**src/rtl/assert_macros.svh**
```systemverilog
// assertion macros shared by the rtl files
// no dependencies
`ifndef ASSERT_MACROS_SVH
`define ASSERT_MACROS_SVH
`ifndef SYNTHESIS
`define ASSERT_IMPLIES(label, clk, rst_n, a, b) \
  label: assert property (@(posedge clk) disable iff (!rst_n) (a) |-> (b)) \
    else $error("assertion failed");
`define ASSERT_NEXT(label, clk, rst_n, a, b) \
  label: assert property (@(posedge clk) disable iff (!rst_n) (a) |=> (b)) \
    else $error("assertion failed");
`else
`define ASSERT_IMPLIES(label, clk, rst_n, a, b)
`define ASSERT_NEXT(label, clk, rst_n, a, b)
`endif
`endif

```
**src/rtl/rcpb_pkg.sv**
```systemverilog
// package for the random cycle permutation builder
// constants, command codes and the splitmix64 mixing constants
package rcpb_pkg;
  localparam int unsigned MaxNodesDefault = 4096;
  localparam int unsigned CountW = 13;
  localparam int unsigned ValueW = 12;
  localparam logic [63:0] GoldenGamma = 64'h9e3779b97f4a7c15;
  localparam logic [63:0] MixMulA = 64'hbf58476d1ce4e5b9;
  localparam logic [63:0] MixMulB = 64'h94d049bb133111eb;

  typedef enum logic [1:0] {
    CMD_SEED = 2'd0,
    CMD_SHUFFLE = 2'd1,
    CMD_READ_SUCC = 2'd2,
    CMD_READ_PERM = 2'd3
  } cmd_t;
endpackage

```
**src/rtl/rcpb_rng_mod.sv**
```systemverilog
// splitmix64 draw followed by a bit-serial 64-bit modulo
// depends on rcpb_pkg and assert_macros.svh
`include "assert_macros.svh"
module rcpb_rng_mod #(
  parameter int unsigned DW = 16
) (
  input  logic          clk,
  input  logic          rst_n,
  input  logic          start,
  input  logic [DW-1:0] divisor,
  input  logic [63:0]   state_in,
  output logic [63:0]   state_out,
  output logic          done,
  output logic [DW-1:0] result
);
  import rcpb_pkg::*;

  typedef enum logic [2:0] {S_IDLE, S_MIX1, S_MUL1, S_MIX2, S_MUL2, S_DIV} st_t;

  st_t st_r;
  logic [63:0] z_r, st_out_r;
  logic [63:0] q_r;
  logic [DW:0] rem_r;
  logic [DW-1:0] div_r;
  logic [6:0] cnt_r;
  logic done_r;
  logic [DW:0] shifted;
  logic [1:0] ms_r;
  logic [63:0] plo_r;
  logic [31:0] cross_r;

  // low 64 bits of the product from three 32x32 partial products, one per cycle
  logic [63:0] mul_k;
  logic [31:0] mul_a, mul_b;
  logic [63:0] mul_p;
  logic [63:0] prod;
  always_comb begin
    shifted = {rem_r[DW-1:0], q_r[63]};
    mul_k = (st_r == S_MUL1) ? MixMulA : MixMulB;
    mul_a = z_r[31:0];
    mul_b = mul_k[31:0];
    if (ms_r == 2'd1) begin
      mul_b = mul_k[63:32];
    end else if (ms_r == 2'd2) begin
      mul_a = z_r[63:32];
    end
    mul_p = 64'(mul_a) * 64'(mul_b);
    prod = plo_r + {cross_r + mul_p[31:0], 32'd0};
  end

  always_ff @(posedge clk) begin
    if (!rst_n) begin
      st_r <= S_IDLE;
      done_r <= 1'b0;
    end else begin
      done_r <= 1'b0;
      unique case (st_r)
        S_IDLE: begin
          if (start) begin
            st_out_r <= state_in + GoldenGamma;
            z_r <= state_in + GoldenGamma;
            div_r <= divisor;
            st_r <= S_MIX1;
          end
        end
        S_MIX1: begin
          z_r <= z_r ^ (z_r >> 30);
          ms_r <= 2'd0;
          st_r <= S_MUL1;
        end
        S_MUL1: begin
          if (ms_r == 2'd0) begin
            plo_r <= mul_p;
          end else if (ms_r == 2'd1) begin
            cross_r <= mul_p[31:0];
          end else begin
            z_r <= prod;
            st_r <= S_MIX2;
          end
          ms_r <= ms_r + 2'd1;
        end
        S_MIX2: begin
          z_r <= z_r ^ (z_r >> 27);
          ms_r <= 2'd0;
          st_r <= S_MUL2;
        end
        S_MUL2: begin
          if (ms_r == 2'd0) begin
            plo_r <= mul_p;
          end else if (ms_r == 2'd1) begin
            cross_r <= mul_p[31:0];
          end else begin
            q_r <= prod ^ (prod >> 31);
            rem_r <= '0;
            cnt_r <= 7'd0;
            st_r <= S_DIV;
          end
          ms_r <= ms_r + 2'd1;
        end
        S_DIV: begin
          if (shifted >= {1'b0, div_r}) begin
            rem_r <= shifted - {1'b0, div_r};
          end else begin
            rem_r <= shifted;
          end
          q_r <= {q_r[62:0], 1'b0};
          cnt_r <= cnt_r + 7'd1;
          if (cnt_r == 7'd63) begin
            st_r <= S_IDLE;
            done_r <= 1'b1;
          end
        end
        default: st_r <= S_IDLE;
      endcase
    end
  end

  assign state_out = st_out_r;
  assign done = done_r;
  assign result = rem_r[DW-1:0];

  `ASSERT_NEXT(a_done_pulse, clk, rst_n, done_r, !done_r)
  `ASSERT_IMPLIES(a_done_idle, clk, rst_n, done_r, st_r == S_IDLE)
  `ASSERT_IMPLIES(a_div_cnt, clk, rst_n, st_r == S_DIV, cnt_r <= 7'd63)
endmodule
```
**config.mk**
```make
export PLATFORM = sky130hd
export DESIGN_NAME = rcpb_rng_mod
export DESIGN_NICKNAME = d
export VERILOG_FILES = /design/src/rtl/rcpb_pkg.sv /design/src/rtl/rcpb_rng_mod.sv
export VERILOG_INCLUDE_DIRS = /design/src /design/src/rtl
export SDC_FILE = /design/constraint.sdc
export NUM_CORES = 2
export LEC_CHECK = 0
export BUFFER_PORTS_ARGS = -buffer_cell sky130_fd_sc_hd__buf_2
export CAP_MARGIN = 20
export CORE_MARGIN = 10
export CORE_UTILIZATION = 30
export CTS_CLUSTER_DIAMETER = 50
export DETAILED_ROUTE_END_ITERATION = 16
export RECOVER_POWER = 100
export SYNTH_ARGS = -nofsm -noshare
export SYNTH_HDL_FRONTEND = slang
export SYNTH_SLANG_ARGS = --single-unit
```
**constraint.sdc**
```tcl
create_clock -name clk -period 26.2 [get_ports clk]
set_input_delay 1.31 -clock clk [delete_from_list [all_inputs] [get_ports clk]]
set_output_delay 1.31 -clock clk [all_outputs]
set_load 0.005 [all_outputs]
```
==> parameters.txt <==
Parameter                              Value

Synthesis
  Synthesized flop and latch total ... 333
  Number of synthesized flops with an enable pin ... 329
  Share of flip-flops with an asynchronous set or reset after synthesis ... 0%
  Primary FF master, synth ... sky130_fd_sc_hd__edfxtp_1
  Most frequently used cell type in the post-synthesis netlist ... sky130_fd_sc_hd__inv_1
  Syn Area/Cell ... 10.27 um2
  Yosys synthesis warning count ... 0
  Largest cells by area after synthesis ... sky130_fd_sc_hd__fa_1 (35%), sky130_fd_sc_hd__edfxtp_1 (21%), sky130_fd_sc_hd__ha_1 (11%)
  Area share of the largest cell type after synthesis ... 35.14%
  Largest area contributor in the netlist ... sky130_fd_sc_hd__fa_1
  Proportion of synthesized chip area in sequential cells ... 20.94%
  Post-synth top cells ... sky130_fd_sc_hd__inv_1 (968), sky130_fd_sc_hd__fa_1 (835), sky130_fd_sc_hd__ha_1 (412), sky130_fd_sc_hd__nor2_1 (379), sky130_fd_sc_hd__edfxtp_1 (329)
  Unique masters post-synth ... 83
  Syn_nets ... 5960
  Number of instances in the synthesized netlist ... 4630
  Netlist Area Pre-Place ... 47570 um2

Cells and area
  Fill cell instance count of the final layout ... 16141
  Design Area, Final ... 52110 um2
  Area used by multi-input combinational logic ... 33430 um2
  Share of the core filled with cells in the final layout ... 32.98%
  Area growth syn-to-layout ... 9.534%
  Flip-flop and latch area ... 9960 um2
  Fraction of layout instances using a drive strength above 1 ... 4.704%
  Number of nets at the end of the flow ... 6079

Route
  Detailed router's first-iteration violation count ... 3329
  Number of vias after detailed routing ... 34943
  Routed Antenna Nets ... 0
  DRC Markers ... 0
  Total iterations of the first detailed-routing run ... 6
  Overall routed net length ... 166.2 mm
  Routed wirelength normalized by instance count ... 24.24 um
  Via-to-Cell Ratio ... 5.097

Clock network
  Post_cts resized ... 0
  Setup Buffers After CTS ... 0
  Clock Pin Slew Worst Setup and Hold Paths ... 0.06 ns
  CTS tree ... built
  Total number of clock tree sinks ... 333
  Buffer depth of the longest clock path ... 3
  Cts hold-fix bufs ... 0
  Number of CTS-inserted buffers ... 43
  Clk Tree Root Cell ... sky130_fd_sc_hd__clkbuf_16
  Clock H-tree levels ... 2
  Clk Latency, worst-skew pair ... 0.59 ns

Worst setup path
  Worst Setup Start Kind ... register
  Biggest fanout along the worst timing path ... 53
  Arrival time at the worst endpoint ... 16.18 ns
  R2R depth ... 42
  Endpoint required time on the critical path ... 26.44 ns
  Kind of end point of the critical path ... register
  Critical path start-end classification ... register to register
  Cell family with most CP delay ... adder cells
  Cell type of the slowest stage on the worst timing path ... sky130_fd_sc_hd__clkbuf_1
  Levels on crit path ... 42
  Slowest cell delay on critical path ... 1.97 ns
  CP bufs+invs ... 5
  Setup slack on the worst flop-to-flop path ... 10.26 ns

Hold path
  Hold WC Path Type ... register to register
  Worst hold path depth ... 2

Floorplan
  Effective utilization at floorplan ... 30.11%
  Core footprint ... 158000 um2
  Die height ... 418.2 um
  Die Area ... 174900 um2
  Total I/O pin count ... 164
  Die extent in x ... 418.2 um
  Row Count ... 146

Global route
  Overall routing resource usage ... 18.65%
  Vias in the first global route ... 36376
  First-pass GRT wire length ... 243.0 mm
  GRT overflow ... 0
  Initial antenna violation count ... 5
  Largest net degree at the start of global routing ... 90

Place
  Final GP Congestion ... 1.007
  Hpwl dp ... 143.1 mm
  Buffers on Ports ... 163
  Dpl cell area ... 50880 um2

STA
  Tmin final ... 15.94 ns
  Final setup violation count ... 0
  Remaining max-slew budget at the tightest pin ... -226.2%
  TNS Setup ... 0 ns
  Final period util ... 60.83%
  RSZ-0062 raised after global routing ... no
  Endpoints failing hold ... 0
  Number of max-slew violations in the final report ... 623
  Setup clock skew after layout ... 0.02640 ns
  Actual transition at the worst max-transition pin ... 4.894 ns
  Fmax achieved ... 62.74 MHz

Job
  Max-cap viol count ... 14

Status
  Run status ... complete, but fails checks
  Violated checks ... capacitance limit, slew limit
==> placed cells by master, fill, tap and decap left out, types with 8 or more instances in the layout <==
master,instances
sky130_fd_sc_hd__a31oi_1,14
sky130_fd_sc_hd__o21bai_1,17
sky130_fd_sc_hd__mux2_2,19
sky130_fd_sc_hd__and2_1,38
sky130_fd_sc_hd__nor2_1,375
sky130_fd_sc_hd__a21o_1,80
sky130_fd_sc_hd__nand3_1,49
sky130_fd_sc_hd__nand2b_1,22
sky130_fd_sc_hd__o2bb2ai_1,11
sky130_fd_sc_hd__a221oi_1,23
sky130_fd_sc_hd__nor2b_1,24
sky130_fd_sc_hd__xnor2_1,152
sky130_fd_sc_hd__a21oi_1,181
sky130_fd_sc_hd__edfxtp_1,329
sky130_fd_sc_hd__and2_0,8
sky130_fd_sc_hd__inv_1,967
sky130_fd_sc_hd__fa_1,835
sky130_fd_sc_hd__nand2_1,277
sky130_fd_sc_hd__or3_1,22
sky130_fd_sc_hd__xor2_1,96
sky130_fd_sc_hd__a22o_1,11
sky130_fd_sc_hd__clkbuf_1,93
sky130_fd_sc_hd__ha_1,412
sky130_fd_sc_hd__a211o_1,8
sky130_fd_sc_hd__buf_2,89
sky130_fd_sc_hd__a221o_1,20
sky130_fd_sc_hd__nor3_1,62
sky130_fd_sc_hd__a211oi_1,16
sky130_fd_sc_hd__o21a_1,23
sky130_fd_sc_hd__nand4_1,24
sky130_fd_sc_hd__clkbuf_16,43
sky130_fd_sc_hd__mux2i_1,28
sky130_fd_sc_hd__clkinv_1,13
sky130_fd_sc_hd__o221ai_1,19
sky130_fd_sc_hd__buf_4,26
sky130_fd_sc_hd__o21ai_0,143
sky130_fd_sc_hd__and3_1,53
==> logic make-up (layout without fill, tap and decap cells) <==
logic type                 count (synthesis)  in the layout  share of synthesized area (%)
adders and majority gates               1247           1247                          45.97
buffers and inverters                   1103           1256                          8.703
and+or+nand+nor                          987            987                          9.297
AOI/OAI and AO/OA                        660            660                          9.321
DFF                                      333            333                          20.94
xor gates and xnor gates                 250            250                          4.661
muxes                                     50             50                          1.107
other                                      0              1                              0
==> routing by layer <==
metal	GRT usage, %	part of all wire, %	vias up	wire length (um)
li1	-	-	15234	-
met1	24.70	41	17809	68780
met4	8.343	5.3	0	8836
met5	0	0	-	0
met2	29.61	45	1575	75200
met3	3.438	8.0	325	13370
==> sequential cells by signal, indices dropped and copies added, names as in the netlist <==
name,cells
ms_r,2
plo_r,64
rem_r,16
cross_r,32
st_r,3
q_r,64
state_out,64
div_r,16
cnt_r,7
done,1
z_r,64
==> worst register-to-register path: cells and delay by family (launching register included) <==
kind / cells / cell delay [ns]
xor gates and xnor gates: 4 / 0.95
AOI/OAI and AO/OA: 10 / 3.10
DFF: 1 / 0.40
buffers and inverters: 5 / 3.29
and+or+nand+nor: 11 / 2.09
adders and majority gates: 12 / 5.76
==> final timing paths <==
kind	startpoint	end
max	ms_r[1]	q_r[30]
min	q_r[35]	q_r[36]
max reg2reg	ms_r[1]	q_r[30]
min reg2reg	q_r[35]	q_r[36]
==> stage by stage <==
stage / setup slack, ns / std cells / hold slack (ns)
2_1_floorplan: 14.68 / 4630 / 0.4836
3_3_place_gp: 12.92 / 6776 / 0.4940
3_5_place_dp: 12.67 / 6776 / 0.5006
4_1_cts: 12.62 / 6855 / 0.5167
5_1_grt: 9.556 / 6855 / 0.5460
6_report: 10.26 / 6856 / 0.5171
==> layout make-up <==
type / instances / share of cell area [%]
diodes: 1 / 0.004802
clock buffers: 48 / 2.101
clock inverters: 31 / 0.7732
inverters: 974 / 7.016
multi-input cells: 3194 / 64.15
flip-flops and latches: 333 / 19.11
well taps: 2072 / 4.975
repair buffers: 203 / 1.863
Power is left out: the tool's default activity adds up to more than one toggle a clock period on the data nets, which glitch-free logic cannot reach.
